==> config.mk <==
export PLATFORM = sky130hd
export DESIGN_NAME = tape_biphase_edge_decoder_flat
export DESIGN_NICKNAME = d
export VERILOG_FILES = /design/src/sv/tbd_pkg.sv /design/src/sv/tbd_edge_if.sv /design/src/sv/tbd_result_if.sv /design/src/sv/tape_biphase_edge_decoder.sv /design/src/flat_wrapper.sv
export SDC_FILE = /design/constraint.sdc
export NUM_CORES = 1
export LEC_CHECK = 0
export BUFFER_PORTS_ARGS = -buffer_cell sky130_fd_sc_hd__buf_2
export CAP_MARGIN = 25
export CORE_UTILIZATION = 35
export CTS_BUF_LIST = sky130_fd_sc_hd__clkbuf_16
export DETAILED_ROUTE_END_ITERATION = 10
export GPL_ROUTABILITY_DRIVEN = 0
export HOLD_SLACK_MARGIN = 0.05
export PLACE_DENSITY = 0.52
export SLEW_MARGIN = 10
export SYNTH_ARGS = -nofsm -noshare
export SYNTH_HDL_FRONTEND = slang
export SYNTH_SLANG_ARGS = --single-unit
==> constraint.sdc <==
create_clock -name clk -period 5.5 [get_ports clk]
set_clock_uncertainty 0.15 [all_clocks]
set_input_delay 0.825 -clock clk [delete_from_list [all_inputs] [get_ports clk]]
set_output_delay 0.825 -clock clk [all_outputs]
set_load 0.05 [all_outputs]
==> src/sv/tbd_pkg.sv <==
package tbd_pkg;

  localparam int CFG_W = 16;

  localparam logic [15:0] EDGE_TIMEOUT_RST = 16'd5000;
  localparam logic [7:0]  SYNC_PULSES_RST  = 8'd16;

  typedef enum logic {
    REG_EDGE_TIMEOUT = 1'b0,
    REG_SYNC_PULSES  = 1'b1
  } reg_idx_t;

  typedef enum logic {
    FUNC_EDGE = 1'b0,
    FUNC_POLL = 1'b1
  } func_t;

endpackage

==> src/sv/tbd_edge_if.sv <==
interface tbd_edge_if;
  logic        valid;
  logic        ready;
  logic        func;
  logic [31:0] now_cycles;

  modport source (output valid, func, now_cycles, input ready);
  modport sink (input valid, func, now_cycles, output ready);
endinterface

==> src/sv/tbd_result_if.sv <==
interface tbd_result_if;
  logic        valid;
  logic        ready;
  logic        byte_valid;
  logic [7:0]  data_byte;
  logic [15:0] byte_index;
  logic        receiving;
  logic        lock_lost;
  logic        record_done;
  logic [15:0] record_size;

  modport source (
    output valid, byte_valid, data_byte, byte_index, receiving, lock_lost,
           record_done, record_size,
    input  ready
  );
  modport sink (
    input  valid, byte_valid, data_byte, byte_index, receiving, lock_lost,
           record_done, record_size,
    output ready
  );
endinterface

==> src/sv/tape_biphase_edge_decoder.sv <==
// channel   | dir | payload                                   | handshake
// ----------+-----+-------------------------------------------+------------
// edges     | in  | func, now_cycles                          | valid/ready
// results   | out | byte_valid, data_byte, byte_index,        | valid/ready
//           |     | receiving, lock_lost, record_done,        |
//           |     | record_size                               |
// cfg       | in  | cfg_we, cfg_index, cfg_data               | write only
//
// one item per cycle sustained while results.ready holds; an accepted item
// passes the input register, then decode logic into the result register.
// the decoder state is updated in the same cycle the result register loads.
// synchronous reset clears the decoder state (sync_left reloads its reset count) and restores register defaults.
// a stalled result holds both stages; edges.ready drops only when both are full.
module tape_biphase_edge_decoder (
  input  logic                      clk,
  input  logic                      rst,
  tbd_edge_if.sink                  edges,
  tbd_result_if.source              results,
  input  logic                      cfg_we,
  input  logic                      cfg_index,
  input  logic [tbd_pkg::CFG_W-1:0] cfg_data
);
  import tbd_pkg::*;

  // configuration
  logic [15:0] edge_timeout;
  logic [7:0]  sync_pulses;

  always_ff @(posedge clk) begin
    if (rst) begin
      edge_timeout <= EDGE_TIMEOUT_RST;
      sync_pulses  <= SYNC_PULSES_RST;
    end else if (cfg_we) begin
      case (reg_idx_t'(cfg_index))
        REG_EDGE_TIMEOUT: edge_timeout <= cfg_data;
        REG_SYNC_PULSES:  sync_pulses  <= cfg_data[7:0];
        default: ;
      endcase
    end
  end

  // input register
  logic        stage_valid;
  logic        stage_func;
  logic [31:0] stage_now;
  logic        adv;
  logic        fire;

  assign adv         = !results.valid || results.ready;
  assign fire        = stage_valid && adv;
  assign edges.ready = !stage_valid || adv;

  always_ff @(posedge clk) begin
    if (rst) begin
      stage_valid <= 1'b0;
    end else if (edges.ready) begin
      stage_valid <= edges.valid;
    end
  end

  always_ff @(posedge clk) begin
    if (edges.ready && edges.valid) begin
      stage_func <= edges.func;
      stage_now  <= edges.now_cycles;
    end
  end

  // decoder state
  logic [31:0] last_edge_time, last_edge_time_next;
  logic [15:0] half_period, half_period_next;
  logic [7:0]  sync_left, sync_left_next;
  logic        in_record, in_record_next;
  logic        line_level, line_level_next;
  logic        half_phase, half_phase_next;
  logic [7:0]  shift_byte, shift_byte_next;
  logic [3:0]  bits_held, bits_held_next;
  logic [15:0] byte_count, byte_count_next;

  logic        got_byte;
  logic [7:0]  got_value;
  logic [15:0] got_index;
  logic        lost;
  logic        done;

  logic [31:0] t;
  logic [15:0] t16;
  logic [15:0] p_half;
  logic [16:0] p_1p5;
  logic [17:0] p_x3;
  logic [16:0] avg_short;
  logic [16:0] avg_long;
  logic        timed_out;
  logic        too_short;
  logic        is_long;
  logic        do_push;
  logic [7:0]  shifted;
  logic [3:0]  held_inc;

  assign t         = stage_now - last_edge_time;
  assign t16       = t[15:0];
  assign p_half    = {1'b0, half_period[15:1]};
  assign p_1p5     = {1'b0, half_period} + {2'b0, half_period[15:1]};
  assign p_x3      = {2'b0, half_period} + {1'b0, half_period, 1'b0};
  // t fits 16 bits whenever these averages are used (t <= edge_timeout)
  assign avg_short = {1'b0, half_period} + {1'b0, t16};
  assign avg_long  = {1'b0, half_period} + {2'b0, t16[15:1]};
  assign timed_out = t > {16'b0, edge_timeout};
  assign too_short = t < {16'b0, p_half};
  assign is_long   = t >= {15'b0, p_1p5};

  always_comb begin
    last_edge_time_next = last_edge_time;
    half_period_next    = half_period;
    sync_left_next      = sync_left;
    in_record_next      = in_record;
    line_level_next     = line_level;
    half_phase_next     = half_phase;
    shift_byte_next     = shift_byte;
    bits_held_next      = bits_held;
    byte_count_next     = byte_count;
    got_byte            = 1'b0;
    got_value           = 8'd0;
    got_index           = 16'd0;
    lost                = 1'b0;
    done                = 1'b0;
    do_push             = 1'b0;

    if (func_t'(stage_func) == FUNC_POLL) begin
      if (in_record && timed_out) begin
        in_record_next = 1'b0;
        done           = 1'b1;
      end
    end else begin
      last_edge_time_next = stage_now;
      if (timed_out) begin
        sync_left_next = sync_pulses;
        in_record_next = 1'b0;
        lost           = 1'b1;
      end else if (sync_left != 8'd0) begin
        // still averaging the sync run
        if (too_short || t > {15'b0, p_1p5}) begin
          half_period_next = t16;
          sync_left_next   = sync_pulses;
          in_record_next   = 1'b0;
          lost             = 1'b1;
        end else begin
          half_period_next = avg_short[16:1];
          sync_left_next   = sync_left - 8'd1;
        end
      end else if (too_short || t > {14'b0, p_x3}) begin
        half_period_next = t16;
        sync_left_next   = sync_pulses;
        in_record_next   = 1'b0;
        lost             = 1'b1;
      end else begin
        half_period_next = is_long ? avg_long[16:1] : avg_short[16:1];
        if (!in_record) begin
          if (is_long) begin
            // record start: first bit is a one
            line_level_next = 1'b1;
            half_phase_next = 1'b1;
            shift_byte_next = 8'd1;
            bits_held_next  = 4'd1;
            byte_count_next = 16'd0;
            in_record_next  = 1'b1;
          end
        end else if (is_long) begin
          line_level_next = ~line_level;
          half_phase_next = 1'b1;
          do_push         = 1'b1;
        end else begin
          half_phase_next = ~half_phase;
          do_push         = ~half_phase;
        end
      end
    end

    shifted  = {shift_byte[6:0], line_level_next};
    held_inc = bits_held + 4'd1;
    if (do_push) begin
      if (held_inc[3]) begin
        got_byte        = 1'b1;
        got_value       = shifted;
        got_index       = byte_count;
        byte_count_next = byte_count + 16'd1;
        shift_byte_next = 8'd0;
        bits_held_next  = 4'd0;
      end else begin
        shift_byte_next = shifted;
        bits_held_next  = held_inc;
      end
    end
  end

  always_ff @(posedge clk) begin
    if (rst) begin
      last_edge_time <= 32'd0;
      half_period    <= 16'd0;
      sync_left      <= SYNC_PULSES_RST;
      in_record      <= 1'b0;
      line_level     <= 1'b0;
      half_phase     <= 1'b0;
      shift_byte     <= 8'd0;
      bits_held      <= 4'd0;
      byte_count     <= 16'd0;
    end else if (fire) begin
      last_edge_time <= last_edge_time_next;
      half_period    <= half_period_next;
      sync_left      <= sync_left_next;
      in_record      <= in_record_next;
      line_level     <= line_level_next;
      half_phase     <= half_phase_next;
      shift_byte     <= shift_byte_next;
      bits_held      <= bits_held_next;
      byte_count     <= byte_count_next;
    end
  end

  // result register
  always_ff @(posedge clk) begin
    if (rst) begin
      results.valid <= 1'b0;
    end else if (adv) begin
      results.valid <= stage_valid;
    end
  end

  always_ff @(posedge clk) begin
    if (fire) begin
      results.byte_valid  <= got_byte;
      results.data_byte   <= got_value;
      results.byte_index  <= got_index;
      results.receiving   <= in_record_next;
      results.lock_lost   <= lost;
      results.record_done <= done;
      results.record_size <= byte_count_next;
    end
  end

  // checks
  a_bits_below_byte: assert property (@(posedge clk) disable iff (rst)
    bits_held[3] == 1'b0)
    else $error("bit count reached a full byte without emitting");

  a_byte_in_record: assert property (@(posedge clk) disable iff (rst)
    results.valid && results.byte_valid |-> results.receiving)
    else $error("byte emitted outside a record");

  a_done_closes: assert property (@(posedge clk) disable iff (rst)
    results.valid && results.record_done |-> !results.receiving && !results.byte_valid)
    else $error("record end reported with record still open");

  a_lost_closes: assert property (@(posedge clk) disable iff (rst)
    results.valid && results.lock_lost |-> !results.receiving && !results.byte_valid)
    else $error("lock loss reported with record still open");

endmodule

==> src/flat_wrapper.sv <==
// flat-port wrapper written by rule: the top's interface ports become plain ports
module tape_biphase_edge_decoder_flat import tbd_pkg::*;
  (clk, rst, cfg_we, cfg_index, cfg_data, edges_valid, edges_func, edges_now_cycles, edges_ready, results_valid, results_byte_valid, results_data_byte, results_byte_index, results_receiving, results_lock_lost, results_record_done, results_record_size, results_ready);
  tbd_edge_if edges_i ();
  tbd_result_if results_i ();
  input  logic clk;
  input  logic rst;
  input  logic cfg_we;
  input  logic cfg_index;
  input  logic [tbd_pkg::CFG_W-1:0] cfg_data;
  input wire logic [$bits(edges_i.valid)-1:0] edges_valid;
  input wire logic [$bits(edges_i.func)-1:0] edges_func;
  input wire logic [$bits(edges_i.now_cycles)-1:0] edges_now_cycles;
  output wire logic [$bits(edges_i.ready)-1:0] edges_ready;
  output wire logic [$bits(results_i.valid)-1:0] results_valid;
  output wire logic [$bits(results_i.byte_valid)-1:0] results_byte_valid;
  output wire logic [$bits(results_i.data_byte)-1:0] results_data_byte;
  output wire logic [$bits(results_i.byte_index)-1:0] results_byte_index;
  output wire logic [$bits(results_i.receiving)-1:0] results_receiving;
  output wire logic [$bits(results_i.lock_lost)-1:0] results_lock_lost;
  output wire logic [$bits(results_i.record_done)-1:0] results_record_done;
  output wire logic [$bits(results_i.record_size)-1:0] results_record_size;
  input wire logic [$bits(results_i.ready)-1:0] results_ready;
  assign edges_i.valid = edges_valid;
  assign edges_i.func = edges_func;
  assign edges_i.now_cycles = edges_now_cycles;
  assign edges_ready = edges_i.ready;
  assign results_valid = results_i.valid;
  assign results_byte_valid = results_i.byte_valid;
  assign results_data_byte = results_i.data_byte;
  assign results_byte_index = results_i.byte_index;
  assign results_receiving = results_i.receiving;
  assign results_lock_lost = results_i.lock_lost;
  assign results_record_done = results_i.record_done;
  assign results_record_size = results_i.record_size;
  assign results_i.ready = results_ready;
  tape_biphase_edge_decoder u_core (.clk(clk), .rst(rst), .edges(edges_i), .results(results_i), .cfg_we(cfg_we), .cfg_index(cfg_index), .cfg_data(cfg_data));
endmodule
# Word-level counts from Yosys, hierarchy flattened
# Cells that the tools add are included.
[totals]
ff_bits = 189
elab_cells = 129
[classes]
n_addsub = 8
magnitude_cmp = 5
n_eq_ne = 5
mux = 61
bitwise_logic = 7
reduce_logical = 21
[ops]
columns = ["cell", "count"]
rows = [
  ["$mux 16", 12],
  ["$mux 7", 8],
  ["$add 16x15->17", 2],
  ["$ge 32x17->1", 1],
  ["$gt 32x16->1", 1],
  ["$gt 32x17->1", 1],
  ["$gt 32x18->1", 1],
  ["$lt 32x15->1", 1],
  ["$mux 8", 4],
  ["$sub 32x32->32", 1],
  ["$mux 1", 29],
  ["$mux 4", 7],
  ["$add 16x17->18", 1],
  ["$add 16x16->17", 1],
  ["$add 16x1->16 const B", 1],
  ["$reduce_and 2->1", 4],
  ["$reduce_bool 8->1", 1],
  ["$sub 8x1->8 const B", 1],
  ["$not 1->1", 7],
  ["$reduce_and 7->1", 1],
  ["$ne 2x2->1 const B", 3],
  ["$reduce_and 3->1", 2],
  ["$reduce_and 6->1", 1],
  ["$add 4x1->4 const B", 1],
  ["7 further kinds", 15],
]

# Logic depth before layout (Yosys ltp)
# Gate-level depths: netlist (run 1).
[logic_depth]
word_depth = 10
mapped_depth = 27
mapped_depth_nobuf = 27

# Worst setup path after synthesis (run 1)
# Ideal clock, no wire load.
[synth_path]
path_kind = "register to register"
from = "register u_core.half_period[1]"
to = "register u_core.results.record_size[7] (netlist bit), data pin"
arrival_ns = 5.650
t_required_ns = 5.096
path_slack_ns = -0.554
path_stages_with_launch = 27
path_buffers = 2
period_less_slack_ns = 6.054
path_cell_list = "dfxtp_1 > ha_1 > fa_1 > a21o_1 > a21oi_1 > o21bai_1 > a21oi_1 > o21bai_1 > a21oi_1 > o21bai_1 > a2111oi_0 > o31ai_1 > a21oi_1 > xnor2_1 > ha_1 > nand2_1 > nor4_1 > inv_1 > nor3_1 > nor3b_1 > mux2_2 > or3b_2 > clkbuf_1 > o21ai_2 > buf_2 > o2111ai_1 > a21o_1"
[synth_via]
elab_chain_len = 10
[synth_rtl]
columns = ["item", "line_no", "source"]
rows = [
  ["start, declared", "tape_biphase_edge_decoder.sv:70", "logic [15:0] half_period, half_period_next;"],
  ["start signal, assigned", "tape_biphase_edge_decoder.sv:208", "half_period <= half_period_next;"],
  ["$add 16x15->17", "tape_biphase_edge_decoder.sv:102", "assign p_1p5 = {1'b0, half_period} + {2'b0, half_period[15:1]};"],
  ["$ge 32x17->1", "tape_biphase_edge_decoder.sv:109", "assign is_long = t >= {15'b0, p_1p5};"],
  ["$mux 16", "tape_biphase_edge_decoder.sv:158", "if (is_long) begin"],
  ["$mux 16", "tape_biphase_edge_decoder.sv:157", "if (!in_record) begin"],
  ["$mux 16", "tape_biphase_edge_decoder.sv:150", "end else if (too_short || t > {14'b0, p_x3}) begin"],
  ["$mux 16", "tape_biphase_edge_decoder.sv:139", "end else if (sync_left != 8'd0) begin"],
  ["$mux 16", "tape_biphase_edge_decoder.sv:135", "if (timed_out) begin"],
  ["$mux 16", "tape_biphase_edge_decoder.sv:128", "if (func_t'(stage_func) == FUNC_POLL) begin"],
  ["$mux 16", "tape_biphase_edge_decoder.sv:181", "if (held_inc[3]) begin"],
  ["$mux 16 *", "tape_biphase_edge_decoder.sv:180", "if (do_push) begin"],
  ["named net u_core.byte_count_next[7]", "tape_biphase_edge_decoder.sv:77", "logic [15:0] byte_count, byte_count_next;"],
  ["end signal, assigned", "tape_biphase_edge_decoder.sv:236", "results.record_size <= byte_count_next;"],
  ["end, declared", "tbd_result_if.sv:14", "record_done, record_size,"],
]
# The timed path passes the listed nets; every way through them passes the cells marked *.
# A chain may end at the register's enable or synchronous reset.

# Worst setup path in the final report (run 1)
[layout_path]
from = "register u_core.half_period[1]"
to = "register u_core.shift_byte[6]"
[layout_via]
elab_chain_len = 10
[layout_rtl]
columns = ["item", "line_no", "source"]
rows = [
  ["$add 16x15->17", "tape_biphase_edge_decoder.sv:102", ""],
  ["$ge 32x17->1", "tape_biphase_edge_decoder.sv:109", ""],
  ["$mux 1", "tape_biphase_edge_decoder.sv:167", "end else if (is_long) begin"],
  ["$mux 1", "tape_biphase_edge_decoder.sv:157", ""],
  ["$mux 1", "tape_biphase_edge_decoder.sv:150", ""],
  ["$mux 1", "tape_biphase_edge_decoder.sv:139", ""],
  ["$mux 1", "tape_biphase_edge_decoder.sv:135", ""],
  ["$mux 1", "tape_biphase_edge_decoder.sv:128", ""],
  ["$ne 2x2->1 (no source line) (tied with other cells)", "--", ""],
  ["$reduce_and 7->1 (no source line)", "--", ""],
  ["end signal, assigned", "tape_biphase_edge_decoder.sv:213", "shift_byte <= shift_byte_next;"],
  ["end, declared", "tape_biphase_edge_decoder.sv:75", "logic [7:0] shift_byte, shift_byte_next;"],
]
# Parallel ways exist; a longest one is shown, timed or not.

==> flow_summary.toml, run 1 <==
[outcome]
outcome = "finished, violations left"
violations = "negative setup slack"

[clocking]
cts_tree = "done"
clk-insertion-delay-late_ns = 0.47
clkSinkCount = 188
clk_pin_slew_worst_paths_ns = 0.08
root_buffer = "clkbuf_16"
clockBufferDepth = 2
htree_num_levels = 4
cts_buffers = 17
cts_hold_buf = 0

[power]
ir_drop_mv = 0.221
leakagePower_nw = 6.83
pwr_density_cell_nw_per_um2 = 224

[die]
die_x_um = 201
core_um2 = 38900
io_pins = 101
rows = 72
dieHeight_um = 201
start_util_pct = 35.8
die_area_um2 = 40600

[timing]
report.final.slew_viol_count = 0
maxSlewHeadroom_pct = 27.1
hold_viol_final = 0
fin_crit_sh_pct = 102
fmax_mhz = 178
setup_ws_ns = -0.124
period_needed_ns = 5.62
finalSetupViolCount = 35
worst_slew_pin_slew_ns = 1.09
rsz0062_at_grt = "true"

[layout]
multi_input_area_um2 = 9320
mostFrequentLayoutCell = "nand2_1"
regArea_um2 = 4540
syn_to_final_growth_pct = 23.7
fillers = 3811
fin_cells = 2317
fin_area_um2 = 17200
num-nets-final = 1991
layout-drive-gt1-share_pct = 23.5
final_cell_mix = "166 x nand2_1, 146 x ha_1, 139 x a21oi_1, 109 x dfxtp_1, 108 x inv_1"

[logic_synthesis]
ys_async_sr_fraction_pct = 0
synth_edf_count = 77
synth_area_um2 = 13900
ys_ff_latch = 188
syn_avg_cell_area_um2 = 8.63
synth_nets = 1818
synth_seq_area_share_pct = 32.6
synthFlopType = "dfxtp_1"
yosysWarnings = 0
synth.distinct_cells = 89
synthCells = 1612

[critical_path]
critPathLaunchType = "register"
worst_path_most_repeated_cell = "a21oi_2"
end_kind = "register"
worstSetupPathType = "register to register"
required_ns = 5.75
critPathMaxFanout = 8
critPathSlowestCell = "or3b_2"
critPathMaxStageDelay_ns = 0.43
arrival_ns = 5.87

[place]
dpl.cell_count = 2250
dp_hpwl_um = 28200
place_area_um2 = 15600
port_buffers = 100

[routing]
vias = 12400
wire_per_inst_um = 17.0
drtIter0Drc = 807
ant_nets = 0
wirelength_um = 39300
vias_per_cell = 5.33
drc = 0
drt-pass1-iter-count = 5

[worst_hold_path]
min_path_type = "register to register"

[global_routing]
gr-usage-all-layers_pct = 18.8
grt-ovfl-total = 0
grt_pass1_vias = 11800
grt_max_degree = 97
antenna_found_initial = 0
grt_pass1_wl_um = 61800

[flow_run]
drv_cap = 0
==> state kept, by name, indices dropped and copies added (netlist names) <==
signal / cells
u_core.in_record: 1
u_core.sync_pulses: 8
u_core.bits_held: 3
u_core.half_period: 16
u_core.results.lock_lost: 1
u_core.results.data_byte: 8
u_core.shift_byte: 7
u_core.byte_count: 16
u_core.results.record_done: 1
u_core.results.byte_valid: 1
u_core.results.receiving: 1
u_core.results.valid: 1
u_core.results.record_size: 16
u_core.sync_left: 8
u_core.results.byte_index: 16
u_core.stage_now: 32
u_core.stage_func: 1
u_core.half_phase: 1
u_core.last_edge_time: 32
u_core.line_level: 1
u_core.stage_valid: 1
u_core.edge_timeout: 16
==> power by group <==
group          internal (W)  total, W  switching, W
logic              0.000406   0.00104      0.000631
clock network      0.000632   0.00129      0.000660
registers           0.00150   0.00152     0.0000229
==> final cells by class <==
type                    instances  area share [%]
flip-flops and latches        188            26.4
clock inverters                14           0.836
diodes                          1          0.0145
repair buffers                224            9.83
well taps                     518            3.76
inverters                     113            2.46
clock buffers                  18            2.62
multi-input cells            1241            54.1
==> cell families after synthesis <==
| kind of cell | synth area share [%] |
|---|---|
| AND/OR/NAND/NOR | 20.5 |
| XOR/XNOR | 3.89 |
| adder cells (fa/ha/maj) | 13.8 |
| multiplexers | 2.71 |
| buffers and inverters | 5.29 |
| AO/OA/AOI/OAI | 21.2 |
| flip-flops | 32.6 |
==> per-layer routing <==
layer | up-vias | part of all wire, % | global-route usage, % | wire length (µm)
met3 | 39 | 3.2 | 2.58 | 1270
met5 | - | 0 | 0 | 0
li1 | 6245 | - | - | -
met4 | 0 | 1.6 | 5.68 | 637
met2 | 249 | 45 | 30.1 | 17800
met1 | 5823 | 50 | 26.1 | 19600
==> critical path, delay by kind of cell, from the launching register on <==
kind                     cells  cell delay (ns)
AO/OA/AOI/OAI               16             2.43
XOR/XNOR                     1             0.19
adder cells (fa/ha/maj)      3             0.81
buffers and inverters        4             0.59
flip-flops                   1             0.37
multiplexers                 1             0.20
AND/OR/NAND/NOR              4             0.80
==> per-stage QoR <==
stage	hold WS [ns]	setup TNS [ns]	util [%]	worst slack [ns]	total power [W]
floorplan	0.278	0	-	0.00901	0.00221
global placement	0.292	-0.826	40.0	-0.0608	0.00248
global route	0.319	-29.78	44.2	-0.508	0.00405
finish	0.303	-2.31	44.2	-0.124	0.00385
CTS	0.307	-0.0397	42.2	-0.0196	0.00384
detailed placement	0.296	-3.90	40.0	-0.136	0.00250
==> cell usage after synthesis (all sizes together), types with 10 or more instances <==
library cell,n,area [µm²]
nand2,173,649
o21bai,22,165
edfxtp,77,2310
and2,34,213
nor3,38,215
a21o,48,360
o21a,16,121
ha,147,1840
o21ai,66,334
and3,33,206
inv,113,424
nor2,77,292
nor4,12,96.3
a21oi,157,793
or2,10,62.6
xnor2,42,368
o2111a,14,158
a211oi,18,135
or3,27,169
xor2,19,174
nor2b,12,75.1
buf,24,139
a31oi,26,178
dfxtp,111,2220
mux2i,32,320
or3b,10,87.6
nand3,38,190
nand4,29,188
nand2b,26,163
clkbuf,46,174
==> path summary, 6_finish.rpt <==
check	start	end	slack [ns]	depth (start not counted)
max reg2reg	u_core.half_period[1]	u_core.shift_byte[6]	-0.12	29
min reg2reg	u_core.last_edge_time[19]	u_core.last_edge_time[19]	0.30	2
min	u_core.last_edge_time[19]	u_core.last_edge_time[19]	0.30	2
max	u_core.half_period[1]	u_core.shift_byte[6]	-0.12	29
==> repair_timing <==
item                       CTS  global route
cloned                       3             7
setup buffers                9            17
gates resized for setup     49           127
pin swaps                   15            83
setup endpoints to repair   63            96
(Power assumes the default switching activity.)
==> run 2, diff against run 1 <==
Settings changed: RECOVER_POWER set to 100.
==> run 2 against run 1 <==
Against the previous run: cell count stayed put; power down 0.19%; the flow finishes with violations (max-capacitance violations, max-slew violations, negative setup slack); register-to-register slack worse by 0.08 ns; critical path type unchanged; largest power group unchanged; worst setup slack got worse by 0.075 ns; non-clock buffer count is the same; critical path depth shrank 3; worst hold slack hardly changed; design area down 0.47%; maximum frequency shrank 1.3%; flip-flop and latch count is the same; largest cell class unchanged.
==> flow_summary.toml, run 2 (synthesis gave the netlist of run 1 again) <==
[critical_path]
arrival_ns = 5.95
critPathMaxFanout = 8
end_kind = "register"
critPathMaxStageDelay_ns = 0.43
critPathLaunchType = "register"
critPathSlowestCell = "or3b_2"
cp_top_family = "compound AO/OA/AOI/OAI gates"
required_ns = 5.75
worstSetupPathType = "register to register"
worst_path_most_repeated_cell = "inv_1"
critPathBufInv = 7

[power]
comb_power_share_pct = 26.8
ir_drop_mv = 0.219
pwr_density_cell_nw_per_um2 = 224
switching_share_pct = 34.1
p_sw_w = 0.00131
power.internal_w = 0.00253
leakagePower_nw = 6.71
clockPowerShare_pct = 33.6
pwr-share-seq_pct = 39.6

[die]
start_util_pct = 35.8
core_um2 = 38900
io_pins = 101
die_area_um2 = 40600
rows = 72
die_x_um = 201
dieHeight_um = 201

[routing]
wire_per_inst_um = 17.0
wirelength_um = 39300
drt-pass1-iter-count = 5
vias_per_cell = 5.32
drc = 0
vias = 12300
ant_nets = 0
drtIter0Drc = 831

[place]
port_buffers = 100
dp_hpwl_um = 28200
dpl.cell_count = 2250
pre_cts_ws_ns = -0.136

[global_routing]
antenna_found_initial = 0
grt_pass1_wl_um = 61800
grt_max_degree = 97
grt-ovfl-total = 0
gr-usage-all-layers_pct = 18.8
grt_pass1_vias = 11800

[layout]
num-nets-final = 1991
final_cell_mix = "166 x nand2_1, 146 x ha_1, 139 x a21oi_1, 109 x inv_1, 109 x dfxtp_1"
fin_cells = 2317
syn_to_final_growth_pct = 23.1
top_regs = "u_core.last_edge_time (32), u_core.stage_now (32)"
layout-drive-gt1-share_pct = 20.5
mostFrequentLayoutCell = "nand2_1"

[timing]
fin_crit_sh_pct = 104
fmax_mhz = 175
setup_ws_ns = -0.200
hold_viol_final = 0
period_needed_ns = 5.70
worst_slew_pin_slew_ns = 2.73
maxSlewHeadroom_pct = -81.7
finalSetupViolCount = 33
report.final.slew_viol_count = 123
rsz0062_at_grt = "true"

[outcome]
violations = "max-capacitance violations, max-slew violations, negative setup slack"
outcome = "finished, violations left"

[clocking]
clk-insertion-delay-late_ns = 0.47
cts_tree = "done"
root_buffer = "clkbuf_16"
clockBufferDepth = 2
clk_pin_slew_worst_paths_ns = 0.08
htree_num_levels = 4
cts_buffers = 17
clkSinkCount = 188

[worst_hold_path]
min_path_type = "register to register"

[flow_run]
drv_cap = 3
==> run 2: cell types whose count changed in the layout (fill, tap and decap cells not counted), sizes merged <==
cell    previous run  this run
buf              220       168
clkbuf            22        74
==> run 2: metal layers <==
layer / wire (µm) / GRT usage, % / vias up / part of all wire [%]
met5: 0 / 0 / - / 0
met2: 17800 / 30.1 / 223 / 45
met1: 19500 / 26.1 / 5813 / 50
li1: - / - / 6250 / -
met4: 618 / 5.68 / 0 / 1.6
met3: 1370 / 2.58 / 39 / 3.5
==> run 2: final cells by class <==
type,count,area [µm²]
Timing Repair Buffer,224,1620
Antenna cell,1,2.50
Clock buffer,18,450
Inverter,113,424
Sequential cell,188,4540
Tap cell,518,648
Fill cell,3830,21800
Clock inverter,14,144
Multi-Input combinational cell,1241,9310
==> run 2: final timing paths <==
check                             from                         to  slack [ns]  cells past startpoint
max                u_core.stage_now[0]       u_core.shift_byte[6]       -0.20                     26
min          u_core.last_edge_time[19]  u_core.last_edge_time[19]        0.30                      2
max reg2reg        u_core.stage_now[0]       u_core.shift_byte[6]       -0.20                     26
min reg2reg  u_core.last_edge_time[19]  u_core.last_edge_time[19]        0.30                      2
==> run 2: worst min-delay path: stages, from the launching register on <==
cell and delay [ns]:
dfxtp_1 0.31, nand2_1 0.05, a21oi_1 0.05
==> run 2: power by group through the flow <==
| stage | registers, W | logic [W] | clock network, W |
|---|---|---|---|
| CTS | 0.00152 | 0.000984 | 0.00133 |
| floorplan | 0.00161 | 0.000608 | 0 |
| detailed placement | 0.00155 | 0.000951 | 0 |
| global route | 0.00153 | 0.00114 | 0.00138 |
| finish | 0.00152 | 0.00103 | 0.00129 |
| global placement | 0.00155 | 0.000930 | 0 |
==> run 2: repair_timing <==
item                       4_1_cts  5_1_grt
hold buffers                     0        0
resized for setup               49      127
setup endpoints to repair       63       96
pin swaps                       15       83
buffers inserted                 9       17
cloned                           3        7
==> run 2: stage by stage <==
step           util, %  area (µm²)  TNS [ns]  power (W)  hold WS (ns)
2_1_floorplan        -       14000         0    0.00221         0.278
3_3_place_gp      40.0       15600    -0.826    0.00248         0.292
3_5_place_dp      40.0       15600     -3.90    0.00250         0.296
4_1_cts           42.2       16400   -0.0397    0.00384         0.307
5_1_grt           44.0       17100    -29.97    0.00405         0.319
6_report          44.0       17100     -2.84    0.00384         0.303
==> run 3, diff against run 2 <==
Settings changed: SETUP_SLACK_MARGIN set to 0.15.
==> run 3 against run 2 <==
Against the previous run: the flow still finishes with violations (max-capacitance violations, max-slew violations, negative setup slack); worst setup slack gained 0.16 ns; critical path depth is the same; via count grew 0.34%.
==> flow_summary.toml, run 3 (synthesis gave the netlist of run 1 again) <==
[timing]
rsz0062_at_grt = "true"
fin_crit_sh_pct = 101
report.final.slew_viol_count = 118
setup_tns_ns = -0.258
maxSlewHeadroom_pct = -74.1
period_needed_ns = 5.54
fmax_mhz = 180
hold_viol_final = 0
setup_ws_ns = -0.0421
worst_slew_pin_slew_ns = 2.61
finalSetupViolCount = 13

[routing]
drtIter0Drc = 766
wire_per_inst_um = 16.7
drc = 0
ant_nets = 0
vias_per_cell = 5.31
wirelength_um = 38900
drt-pass1-iter-count = 6
vias = 12400

[global_routing]
antenna_found_initial = 1
grt-ovfl-total = 0
grt_max_degree = 101
gr-usage-all-layers_pct = 19.3
grt_pass1_wl_um = 62800
grt_pass1_vias = 12000

[layout]
syn_to_final_growth_pct = 21.9
mostFrequentLayoutCell = "nand2_1"
final_cell_mix = "167 x nand2_1, 144 x ha_1, 141 x a21oi_1, 110 x inv_1, 109 x dfxtp_1"
fin_cells = 2328
top_regs = "u_core.last_edge_time (32), u_core.stage_now (32)"
regArea_um2 = 4540
post-route-util_pct = 43.6
multi_input_area_um2 = 9150
fillers = 3906
layout-drive-gt1-share_pct = 18.7
num-nets-final = 2002

[place]
port_buffers = 100
dpl.cell_count = 2244
pre_cts_ws_ns = -0.142
dp_hpwl_um = 28500

[flow_run]
drv_cap = 3

[clocking]
cts_hold_buf = 0
clk-insertion-delay-late_ns = 0.48
cts_buffers = 17
htree_num_levels = 4
clk_pin_slew_worst_paths_ns = 0.09
clkSinkCount = 188
root_buffer = "clkbuf_16"
cts_tree = "done"
clockBufferDepth = 2

[die]
core_um2 = 38900
io_pins = 101
rows = 72
dieHeight_um = 201
die_x_um = 201
die_area_um2 = 40600
start_util_pct = 35.8

[critical_path]
critPathLaunchType = "register"
critPathMaxFanout = 4
arrival_ns = 5.80
rr_startpoint = "u_core.half_period[1]"
end_kind = "register"
critPathMaxStageDelay_ns = 0.42
ff2ff_path_depth = 26
rrSetupSlack_ns = -0.04
worst_path_most_repeated_cell = "a21oi_2"
reg2reg_to = "u_core.in_record"
critPathSlowestCell = "or4b_1"
worstSetupPathType = "register to register"
required_ns = 5.76

[worst_hold_path]
holdPathStages = 2
hold_path_end = "u_core.last_edge_time[6]"
min_path_type = "register to register"
worstHoldStart = "u_core.last_edge_time[6]"

[power]
power.internal_w = 0.00258
switching_share_pct = 32.9
pwr_density_cell_nw_per_um2 = 226
pwr-share-seq_pct = 39.7
clockPowerShare_pct = 33.6
p_sw_w = 0.00126
ir_drop_mv = 0.201
comb_power_share_pct = 26.7
leakagePower_nw = 6.64

[outcome]
violations = "max-capacitance violations, max-slew violations, negative setup slack"
outcome = "finished, violations left"
[run 3: worst max-delay path, delay by kind of cell, from the launching register on]
| family | cells | cell delay [ns] |
|---|---|---|
| simple gates | 6 | 1.11 |
| compound gates | 12 | 2.18 |
| mux | 1 | 0.29 |
| xor+xnor | 1 | 0.11 |
| fa+ha+maj | 3 | 0.81 |
| buf+inv | 3 | 0.43 |
| flops | 1 | 0.38 |
[run 3: power groups by stage]
stage | registers [W] | clock network [W] | logic, W
after floorplan | 0.00161 | 0 | 0.000609
after global placement | 0.00155 | 0 | 0.000931
after detailed placement | 0.00155 | 0 | 0.000950
after CTS | 0.00152 | 0.00134 | 0.000978
after global routing | 0.00153 | 0.00139 | 0.00114
final | 0.00152 | 0.00129 | 0.00103
[run 3: what timing repair did]
item | in CTS | in global routing
gates cloned | 4 | 2
gates resized for setup | 68 | 51
buffers inserted | 30 | 14
endpoints found under the setup margin | 94 | 97
pin swaps | 53 | 31
[run 3: final cells by class]
type                            count  share of cell area, %
Antenna cell                        1                 0.0147
Clock buffer                       17                   2.51
Clock inverter                     15                  0.973
Inverter                          113                   2.50
Multi-Input combinational cell   1241                   53.9
Sequential cell                   188                   26.7
Tap cell                          518                   3.82
Timing Repair Buffer              235                   9.52
[run 3: per-layer routing]
metal	vias up	wire length, µm	global-route usage, %	share of wire (%)
met5	-	0	0	0
met4	0	670	6.28	1.7
met3	32	1490	3.14	3.8
met2	260	17800	31.2	46
met1	5825	19000	26.1	49
li1	6250	-	-	-
[run 3: how the worst max path moves through the flow]
stage / startpoint / end / slack (ns) / cells past startpoint
2_1_floorplan: u_core.half_period[1] / u_core.results.record_size[7] / 0.12 / 25
3_3_place_gp: u_core.stage_now[0] / u_core.results.record_size[0] / -0.02 / 21
3_5_place_dp: u_core.half_period[1] / u_core.byte_count[0] / -0.14 / 25
4_1_cts: u_core.half_period[1] / u_core.byte_count[14] / -0.04 / 27
5_1_grt: u_core.half_period[1] / u_core.shift_byte[2] / -0.28 / 29
6_report: u_core.half_period[1] / u_core.in_record / -0.04 / 26
[run 3: stage by stage]
stage | area [µm²] | hold WS, ns | power, W
2_1_floorplan | 14000 | 0.278 | 0.00222
3_3_place_gp | 15500 | 0.292 | 0.00248
3_5_place_dp | 15500 | 0.297 | 0.00250
4_1_cts | 16700 | 0.307 | 0.00384
5_1_grt | 17000 | 0.320 | 0.00406
6_report | 17000 | 0.303 | 0.00384
